**config.mk**
```make
export PLATFORM = sky130hd
export DESIGN_NAME = esp_cell
export DESIGN_NICKNAME = d
export VERILOG_FILES = /design/src/rtl/elementary_symmetric_polynomials_defines.svh /design/src/rtl/esp_pkg.sv /design/src/rtl/esp_cell.sv
export SDC_FILE = /design/constraint.sdc
export NUM_CORES = 2
export LEC_CHECK = 0
export BUFFER_PORTS_ARGS = -buffer_cell sky130_fd_sc_hd__buf_2
export CAP_MARGIN = 40
export CELL_PAD_IN_SITES_DETAIL_PLACEMENT = 1
export CELL_PAD_IN_SITES_GLOBAL_PLACEMENT = 1
export CORE_ASPECT_RATIO = 1.4
export CORE_MARGIN = 2
export CORE_UTILIZATION = 40
export CTS_BUF_LIST = sky130_fd_sc_hd__clkbuf_4 sky130_fd_sc_hd__clkbuf_8
export DETAILED_ROUTE_END_ITERATION = 10
export PLACE_DENSITY = 0.68
export SKIP_LAST_GASP = 1
export SLEW_MARGIN = 15
export SYNTH_ARGS = -nofsm -noshare
export SYNTH_HDL_FRONTEND = slang
export SYNTH_SLANG_ARGS = --single-unit
```
**constraint.sdc**
```tcl
create_clock -name clk -period 26.9 [get_ports clk]
set_input_delay 0 -clock clk [delete_from_list [all_inputs] [get_ports clk]]
set_output_delay 0 -clock clk [all_outputs]
set_load 0.05 [all_outputs]
```
**src/rtl/elementary_symmetric_polynomials_defines.svh**
```systemverilog
// assertion macros shared by the block
`ifndef ELEMENTARY_SYMMETRIC_POLYNOMIALS_DEFINES_SVH
`define ELEMENTARY_SYMMETRIC_POLYNOMIALS_DEFINES_SVH

// implication checked on every rising clock edge outside reset
`define ESP_ASSERT_IMPL(label, clk, rst_n, cond, prop, msg) \
    label: assert property (@(posedge clk) disable iff (!rst_n) (cond) |-> (prop)) \
        else $error(msg);

// next-cycle implication checked outside reset
`define ESP_ASSERT_NEXT(label, clk, rst_n, cond, prop, msg) \
    label: assert property (@(posedge clk) disable iff (!rst_n) (cond) |=> (prop)) \
        else $error(msg);

`endif

```
**src/rtl/esp_pkg.sv**
```systemverilog
package esp_pkg;

    localparam int DEF_MAX_ORDER = 16;
    localparam int FP_W          = 32;
    localparam int DEG_W         = 5;
    localparam logic [FP_W-1:0] FP_ONE  = 32'h3F80_0000;
    localparam logic [FP_W-1:0] FP_QNAN = 32'h7FC0_0000;

    // control shared by every cell of the chain
    typedef struct packed {
        logic load;
        logic clear;
    } cell_ctl_t;

    function automatic logic fp_is_nan(input logic [31:0] a);
        return (a[30:23] == 8'hFF) && (a[22:0] != 23'd0);
    endfunction

    function automatic logic fp_is_inf(input logic [31:0] a);
        return (a[30:23] == 8'hFF) && (a[22:0] == 23'd0);
    endfunction

    function automatic logic fp_is_zero(input logic [31:0] a);
        return a[30:0] == 31'd0;
    endfunction

    // round a value sign * m * 2^(e - 127 - 47): e is the biased exponent the
    // value would have with its leading bit at 47; ties to even, subnormals kept
    function automatic logic [31:0] fp_round(input logic sgn, input logic signed [11:0] e,
                                             input logic [49:0] m);
        logic [49:0] mm;
        logic signed [11:0] ee;
        logic [5:0] p;
        logic [11:0] rs;
        logic [49:0] lost;
        logic [24:0] r;
        logic g;
        logic st;
        p = 6'd0;
        mm = m;
        ee = e;
        rs = 12'd0;
        lost = 50'd0;
        r = 25'd0;
        g = 1'b0;
        st = 1'b0;
        if (m == 50'd0)
            return {sgn, 31'd0};
        // find the leading one and move it to bit 49
        for (int i = 0; i < 50; i++)
        begin
            if (m[i])
                p = 6'(i);
        end
        mm = m << (6'd49 - p);
        ee = e + $signed({6'd0, p}) - 12'sd47;
        // below the normal range: shift into subnormal position with sticky
        if (ee < 12'sd1)
        begin
            rs = 12'(12'sd1 - ee);
            if (rs > 12'd50)
                rs = 12'd50;
            lost = mm & ((50'd1 << rs) - 50'd1);
            mm = (mm >> rs) | {49'd0, (lost != 50'd0)};
            ee = 12'sd0;
        end
        r = {1'b0, mm[49:26]};
        g = mm[25];
        st = mm[24:0] != 25'd0;
        r = r + 25'(g && (st || r[0]));
        if (r[24])
        begin
            r = r >> 1;
            ee = ee + 12'sd1;
        end
        if (ee == 12'sd0 && r[23])
            ee = 12'sd1;
        if (ee >= 12'sd255)
            return {sgn, 8'hFF, 23'd0};
        return {sgn, ee[7:0], r[22:0]};
    endfunction

    function automatic logic [31:0] fp_mul(input logic [31:0] a, input logic [31:0] b);
        logic sgn;
        logic [23:0] ma;
        logic [23:0] mb;
        logic signed [11:0] ea;
        logic signed [11:0] eb;
        logic [47:0] p;
        sgn = a[31] ^ b[31];
        ma = {(a[30:23] != 8'd0), a[22:0]};
        mb = {(b[30:23] != 8'd0), b[22:0]};
        ea = (a[30:23] == 8'd0) ? 12'sd1 : 12'($unsigned(a[30:23]));
        eb = (b[30:23] == 8'd0) ? 12'sd1 : 12'($unsigned(b[30:23]));
        p = 48'(ma) * 48'(mb);
        if (fp_is_nan(a) || fp_is_nan(b))
            return FP_QNAN;
        if ((fp_is_inf(a) && fp_is_zero(b)) || (fp_is_inf(b) && fp_is_zero(a)))
            return FP_QNAN;
        if (fp_is_inf(a) || fp_is_inf(b))
            return {sgn, 8'hFF, 23'd0};
        // product leading bit at 46 or 47 for 1.x * 1.x; place at 47 scale
        return fp_round(sgn, ea + eb - 12'sd127 + 12'sd0, {1'b0, p, 1'b0});
    endfunction

    function automatic logic [31:0] fp_add(input logic [31:0] a, input logic [31:0] b);
        logic [31:0] big;
        logic [31:0] lit;
        logic signed [11:0] eb;
        logic signed [11:0] el;
        logic [49:0] mb;
        logic [49:0] ml;
        logic [49:0] lost;
        logic [11:0] d;
        logic [49:0] s;
        if (fp_is_nan(a) || fp_is_nan(b))
            return FP_QNAN;
        if (fp_is_inf(a) && fp_is_inf(b))
            return (a[31] == b[31]) ? a : FP_QNAN;
        if (fp_is_inf(a))
            return a;
        if (fp_is_inf(b))
            return b;
        if (fp_is_zero(a) && fp_is_zero(b))
            return {a[31] & b[31], 31'd0};
        if (a[30:0] >= b[30:0])
        begin
            big = a;
            lit = b;
        end
        else
        begin
            big = b;
            lit = a;
        end
        eb = (big[30:23] == 8'd0) ? 12'sd1 : 12'($unsigned(big[30:23]));
        el = (lit[30:23] == 8'd0) ? 12'sd1 : 12'($unsigned(lit[30:23]));
        mb = {2'b0, (big[30:23] != 8'd0), big[22:0], 24'd0};
        ml = {2'b0, (lit[30:23] != 8'd0), lit[22:0], 24'd0};
        d = 12'(eb - el);
        if (d > 12'd49)
            d = 12'd49;
        lost = ml & ((50'd1 << d) - 50'd1);
        ml = (ml >> d) | {49'd0, (lost != 50'd0)};
        s = (big[31] == lit[31]) ? mb + ml : mb - ml;
        if (s == 50'd0)
            return 32'd0;
        // leading bit of mb sits at 47: value = m * 2^(eb-127-47)
        return fp_round(big[31], eb, s);
    endfunction

endpackage

```
**src/rtl/esp_cell.sv**
```systemverilog
module esp_cell
    import esp_pkg::*;
(
    input  logic            clk,
    input  logic            rst_n,
    input  cell_ctl_t       ctl,
    input  logic [FP_W-1:0] x,
    input  logic [FP_W-1:0] lower,
    input  logic [FP_W-1:0] shift_in,
    output logic [FP_W-1:0] value
);

    logic [FP_W-1:0] value_reg;
    logic [FP_W-1:0] value_next;
    logic [FP_W-1:0] prod_reg;
    logic [FP_W-1:0] prod_next;

    // product stage: x times the lower neighbor (old value)
    assign prod_next = fp_mul(x, lower);

    // add stage on load, otherwise take shift_in: hold or rotate toward the output
    always_comb
    begin
        value_next = shift_in;
        if (ctl.load)
            value_next = fp_add(ctl.clear ? '0 : value_reg, prod_reg);
    end

    always_ff @(posedge clk or negedge rst_n)
    begin
        if (!rst_n)
            value_reg <= '0;
        else
            value_reg <= value_next;
    end

    always_ff @(posedge clk)
    begin
        prod_reg <= prod_next;
    end

    assign value = value_reg;

endmodule

```
# Word level (Yosys, flattened, before mapping)
# Cells that the tools add are included.
[word_totals]
ff_bits = 64
latch_bits = 0
mem_bits_rw = 0
mem_bits_ro = 0
in_bits = 100
output_inout_bits = 32
wordCells = 415
memories = 0
[op_classes]
add_sub_neg = 20
mul = 1
div = 0
magnitude_cmp = 8
n_eq_ne = 6
n_shift = 8
mux = 311
bitwise = 8
n_reduce_logical = 51
[ops]
columns = ["cell", "n"]
rows = [
  ["2-to-1 mux 32 bit", 46],
  ["2-to-1 mux 12 bit", 65],
  ["2-to-1 mux 50 bit", 15],
  ["2-to-1 mux 6 bit", 107],
  ["2-to-1 mux 24 bit", 14],
  ["OR 50 x 1 -> 50 bit", 3],
  ["nonzero test 50 bit", 3],
  ["<< shifter 1 x 12 -> 50 bit, first input constant", 3],
  ["subtractor 50 x 1 -> 50 bit, second input constant", 3],
  ["logical NOT 31 bit", 4],
  ["bitwise AND 50 bit", 2],
  ["right shift 50 x 12 -> 50 bit", 2],
  ["logical NOT 23 bit", 4],
  ["nonzero test 23 bit", 4],
  ["2-to-1 mux 1 bit", 60],
  ["adder 24 x 1 -> 25 bit", 2],
  ["adder 48 x 50 -> 50 bit", 1],
  ["bitwise AND 48 x 50 -> 50 bit", 1],
  ["logical NOT 50 bit", 1],
  ["nonzero test 25 bit", 2],
  ["<< shifter 49 x 6 -> 50 bit", 1],
  ["<< shifter 50 x 6 -> 50 bit", 1],
  ["right shift 48 x 12 -> 50 bit", 1],
  ["subtractor 48 x 50 -> 50 bit", 1],
  ["other kinds (28)", 67],
]

# Longest topological paths before layout
[logic_depth]
depth_word = 172
mapped_depth = 107
depth_no_buf = 95

# Least setup slack after synthesis
# No wires, ideal clock.
[synth_timing]
path_type = "register to register"
start = "reg value_reg[25], in the netlist value[25]"
end = "reg value_reg[22], in the netlist value[22]"
setup_time_ps = 126
arrival_ps = 19360
required_time_ps = 26774
slack_ps = 7414
stages_incl_launch_ff = 93
n_path_buf = 13
period_less_slack_ps = 19486
path_cell_list = "dfrtp_1 or2b_4 inv_4 ha_1 nand4_1 nor4_2 and3_1 nand2_1 a31o_2 buf_2 nand2_1 buf_2 clkbuf_1 buf_1 nor2_1 a21oi_1 nand4_1 or4b_2 [... 57 more ...] buf_1 clkbuf_1 o31a_1 a21o_1 a21o_1 a41oi_1 and2_1 ha_1 nand3_1 o221ai_1 nand4_1 or2_1 buf_2 nor4_1 xor2_1 or2_2 and4b_1 o32a_1"
[synth_via]
elab_chain_len = 155
word_cells_on_any_way = 237
classes_between = "11 x add/sub; 5 x order compare; 2 x eq/ne; 5 x shift; 192 x mux; 4 x bitwise; 18 x reduce/logical"
[synth_rtl]
columns = ["element", "line", "source"]
rows = [
  ["from (decl)", "esp_cell.sv:13", "logic [FP_W-1:0] value_reg;"],
  ["from (signal assigned)", "esp_cell.sv:34", "value_reg <= value_next;"],
  ["2-to-1 mux 32 bit *", "esp_cell.sv:26", "value_next = fp_add(ctl.clear ? '0 : value_reg, prod_reg);"],
  [">= comparator 31 bit", "esp_pkg.sv:126", "if (a[30:0] >= b[30:0])"],
  ["2-to-1 mux 32 bit (2 in a row)", "esp_pkg.sv:126", ""],
  ["2-to-1 mux 32 bit", "esp_pkg.sv:124", "if (fp_is_zero(a) && fp_is_zero(b))"],
  ["2-to-1 mux 32 bit", "esp_pkg.sv:122", "if (fp_is_inf(b))"],
  ["2-to-1 mux 32 bit", "esp_pkg.sv:120", "if (fp_is_inf(a))"],
  ["2-to-1 mux 32 bit", "esp_pkg.sv:118", "if (fp_is_inf(a) && fp_is_inf(b))"],
  ["2-to-1 mux 32 bit", "esp_cell.sv:25", "if (ctl.load)"],
  ["[... 139 more ...]", "--", ""],
  ["2-to-1 mux 32 bit", "esp_pkg.sv:149", "return fp_round(big[31], eb, s);"],
  ["2-to-1 mux 32 bit", "esp_pkg.sv:126", ""],
  ["2-to-1 mux 32 bit", "esp_pkg.sv:124", ""],
  ["2-to-1 mux 32 bit", "esp_pkg.sv:122", ""],
  ["2-to-1 mux 32 bit", "esp_pkg.sv:120", ""],
  ["2-to-1 mux 32 bit *", "esp_pkg.sv:118", ""],
  ["2-to-1 mux 32 bit *", "esp_cell.sv:25", ""],
  ["via value_next[22]", "esp_cell.sv:14", "logic [FP_W-1:0] value_next;"],
]
# The timed path passes the listed nets; every way through them passes the cells marked *. The select of a mux whose other input is x is not followed.

# Worst setup path after layout
[layout_timing]
start = "reg prod_reg[25]"
end = "reg value_reg[0], in the netlist value[0]"
[layout_via]
elab_chain_len = 154
word_cells_on_any_way = 237
classes_between = "11 x add/sub; 5 x order compare; 2 x eq/ne; 5 x shift; 192 x mux; 4 x bitwise; 18 x reduce/logical"
[layout_rtl]
columns = ["element", "line", "source"]
rows = [
  ["from (decl)", "esp_cell.sv:15", "logic [FP_W-1:0] prod_reg;"],
  ["from (signal assigned)", "esp_cell.sv:39", "prod_reg <= prod_next;"],
  [">= comparator 31 bit", "esp_pkg.sv:126", ""],
  ["2-to-1 mux 32 bit (2 in a row)", "esp_pkg.sv:126", ""],
  ["2-to-1 mux 32 bit", "esp_pkg.sv:124", ""],
  ["2-to-1 mux 32 bit", "esp_pkg.sv:122", ""],
  ["2-to-1 mux 32 bit", "esp_pkg.sv:120", ""],
  ["2-to-1 mux 32 bit", "esp_pkg.sv:118", ""],
  ["2-to-1 mux 32 bit", "esp_cell.sv:25", ""],
  ["logical NOT 8 bit (on tied branches)", "esp_pkg.sv:136, esp_pkg.sv:137", ""],
  ["[... 138 more ...]", "--", ""],
  ["2-to-1 mux 32 bit", "esp_pkg.sv:149", ""],
  ["2-to-1 mux 32 bit", "esp_pkg.sv:126", ""],
  ["2-to-1 mux 32 bit", "esp_pkg.sv:124", ""],
  ["2-to-1 mux 32 bit", "esp_pkg.sv:122", ""],
  ["2-to-1 mux 32 bit", "esp_pkg.sv:120", ""],
  ["2-to-1 mux 32 bit *", "esp_pkg.sv:118", ""],
  ["2-to-1 mux 32 bit *", "esp_cell.sv:25", ""],
  ["via value_next[0]", "esp_cell.sv:14", ""],
]
# Marked as above.

==> impl_metrics.toml <==
[run_status]
outcome = "finished, final reports clean"

[die]
core_mm2 = 0.141
fp.dieH_um = 450
boundaryPins = 132
num_rows = 163
die_area_mm2 = 0.145
dieWidth_um = 322
initial_core_util_pct = 40.2

[clock_tree]
ctsResizeCount = 0
cts_sinks = 64
cts_tree = "built"
clockBufferDepth = 2
clock-root-buffer = "clkbuf_8"
cts_hold_buf = 20
htreeDepth = 3
postCtsSetupBuffers = 0
path_clk_slew_ns = 0.07
worstSkewPairLatency_ns = 0.36
cts_buffers = 9

[synthesis]
synth_cell_types = 144
yosysTopAreaCellShare_pct = 17.2
yosys_warnings = 0
ys_ff_latch = 64
synthCells = 8066
synth_nets = 8969
synth.area.top_cells = "fa_1 (17%), ha_1 (7.0%), nand2_1 (6.7%)"
synth_edf_count = 0
synthArstFlopShare_pct = 50.0
yosysTopAreaCell = "fa_1"
seq_area_frac_synth_pct = 2.54
avgSynthCellArea_um2 = 7.03
synthFlopType = "dfxtp_1"
syn_area_mm2 = 0.0567

[routing]
dr_wl_met2_um = 165000
vias = 70242
routedWlPerCell_um = 36.0
viasPerCell = 7.11
highest_layer = "met5"
drt_pass1_iterations = 6
wl_met3_um = 28900
ant_nets = 0
wl_um = 356000
drc = 0
drt_iter0_drc = 7203
wl_met1_um = 114000

[finish]
layout.cells.most_common = "nand2_1"
nFillCells = 17949
drive_gt1_share_pct = 9.95
nets = 8881
most-common-layout-cells = "nand2_1 (1005), inv_1 (710), nor2_1 (626), fa_1 (487), a21oi_1 (471)"
antenna_cells = 0
area_growth_pct = 6.56

[worst_setup_path]
worstSetupPathType = "flip-flop to flip-flop"
critPathSlowestCell = "nor4_1"
rrSetupSlack_ns = 1.86
worst_ep_arrival_time_ns = 25.25
crit_fanout = 45
crit_top_cell = "a21oi_1"
startpoint_type = "flip-flop"
critical_path_required_ns = 27.11
end_kind = "flip-flop"
crit_path_max_incr_delay_ns = 0.98

[timing]
setup_viol = 0
fin_crit_ns = 25.04
hold_viol = 0
slew_violations = 0
finalSetupTns_ns = 0
min_period_over_period_pct = 93.1
slew_headroom_pct = 20.0
finClkSkew_ns = 0.0161
tightest_slew_ns = 1.20
rsz0062_at_grt = "false"
clock.fmax_mhz = 39.9

[global_routing]
gr-usage-all-layers_pct = 48.0
grt-ovfl-total = 0
grt_pass1_vias = 73770
grt_pass1_wl_um = 513000
grt_max_degree = 66
antenna_found_initial = 24

[flow_run]
cap_violations = 0

[placement]
gp_congestion = 1.07
post-dp-hpwl_um = 283000
port_buffers = 131

[min_path]
min_path_type = "input port to flip-flop"
-- worst paths after layout --
check / startpoint / cells after the start / to
worst min-delay path: shift_in[11] / 3 / value[11]
worst max register to register: prod_reg[25] / 87 / value[0]
min in group asynchronous: rst_n / 2 / value[16]
worst min register to register: prod_reg[26] / 4 / value[31]
max in group asynchronous: rst_n / 2 / value[13]
worst max-delay path: prod_reg[25] / 87 / value[0]
-- metal layers --
metal  vias to the layer above  global-route usage (%)
met2                      4342                    79.6
met4                        20                    51.4
met5                         -                  0.0337
met3                      2083                    11.2
li1                      29048                       -
met1                     34749                    47.2
-- critical path, delay by kind of cell, from the launching register on --
kind                     cells  cell delay, ns
flip-flops                   1            0.63
adder cells (fa/ha/maj)      6            2.18
buffers and inverters        5            1.19
XOR/XNOR                     1            0.29
AO/OA/AOI/OAI               39            9.06
AND/OR/NAND/NOR             36           11.46
-- kinds of logic (layout without fill, tap and decap cells) --
group	count (synthesis)	in the layout	share of synthesized area, %
AOI/OAI and AO/OA	2436	2436	30.2
xor gates and xnor gates	185	185	2.92
adders and majority gates	805	805	24.2
buffers and inverters	1280	1197	8.91
DFF	64	64	2.54
muxes	249	249	5.01
and+or+nand+nor	3047	3047	26.3
-- per-stage QoR --
stage | cells | utilization (%) | hold slack, ns | setup slack [ns] | area [µm²]
floorplan | 8066 | - | -0.296 | 7.41 | 56700
global placement | 9754 | 42.1 | 0.0784 | 3.14 | 59300
detailed placement | 9815 | 42.4 | 0.0888 | 2.80 | 59800
CTS | 9851 | 42.7 | 0.000887 | 2.73 | 60200
global route | 9880 | 42.9 | 0.0152 | 0.312 | 60400
finish | 9880 | 42.9 | 0.0172 | 1.86 | 60400
-- cell usage after synthesis, drive strengths merged (58+ instances only) --
master  number
nor3       213
a22oi       72
a21oi      479
nor2       634
mux2i      155
a31oi      130
fa         487
or3         66
inv        715
o22ai      129
nand3      246
o21ai      427
mux2        74
and3        71
clkbuf     432
nor4       120
o211ai     133
buf        130
xnor2      127
a21o        67
a211oi     122
and2       277
nand2     1015
ha         316
o31ai       81
nand4      128
xor2        58
-- layout make-up --
class | instances | area, µm² | area share, %
Clock buffer | 10 | 138 | 0.228
Sequential cell | 64 | 1440 | 2.38
Clock inverter | 6 | 115 | 0.190
Tap cell | 1897 | 2370 | 3.93
Inverter | 718 | 2700 | 4.47
Multi-Input combinational cell | 6722 | 50500 | 83.6
Timing Repair Buffer | 463 | 3160 | 5.24
Power is left out: the tool's default activity adds up to more than one toggle a clock period on the data nets, which glitch-free logic cannot reach.
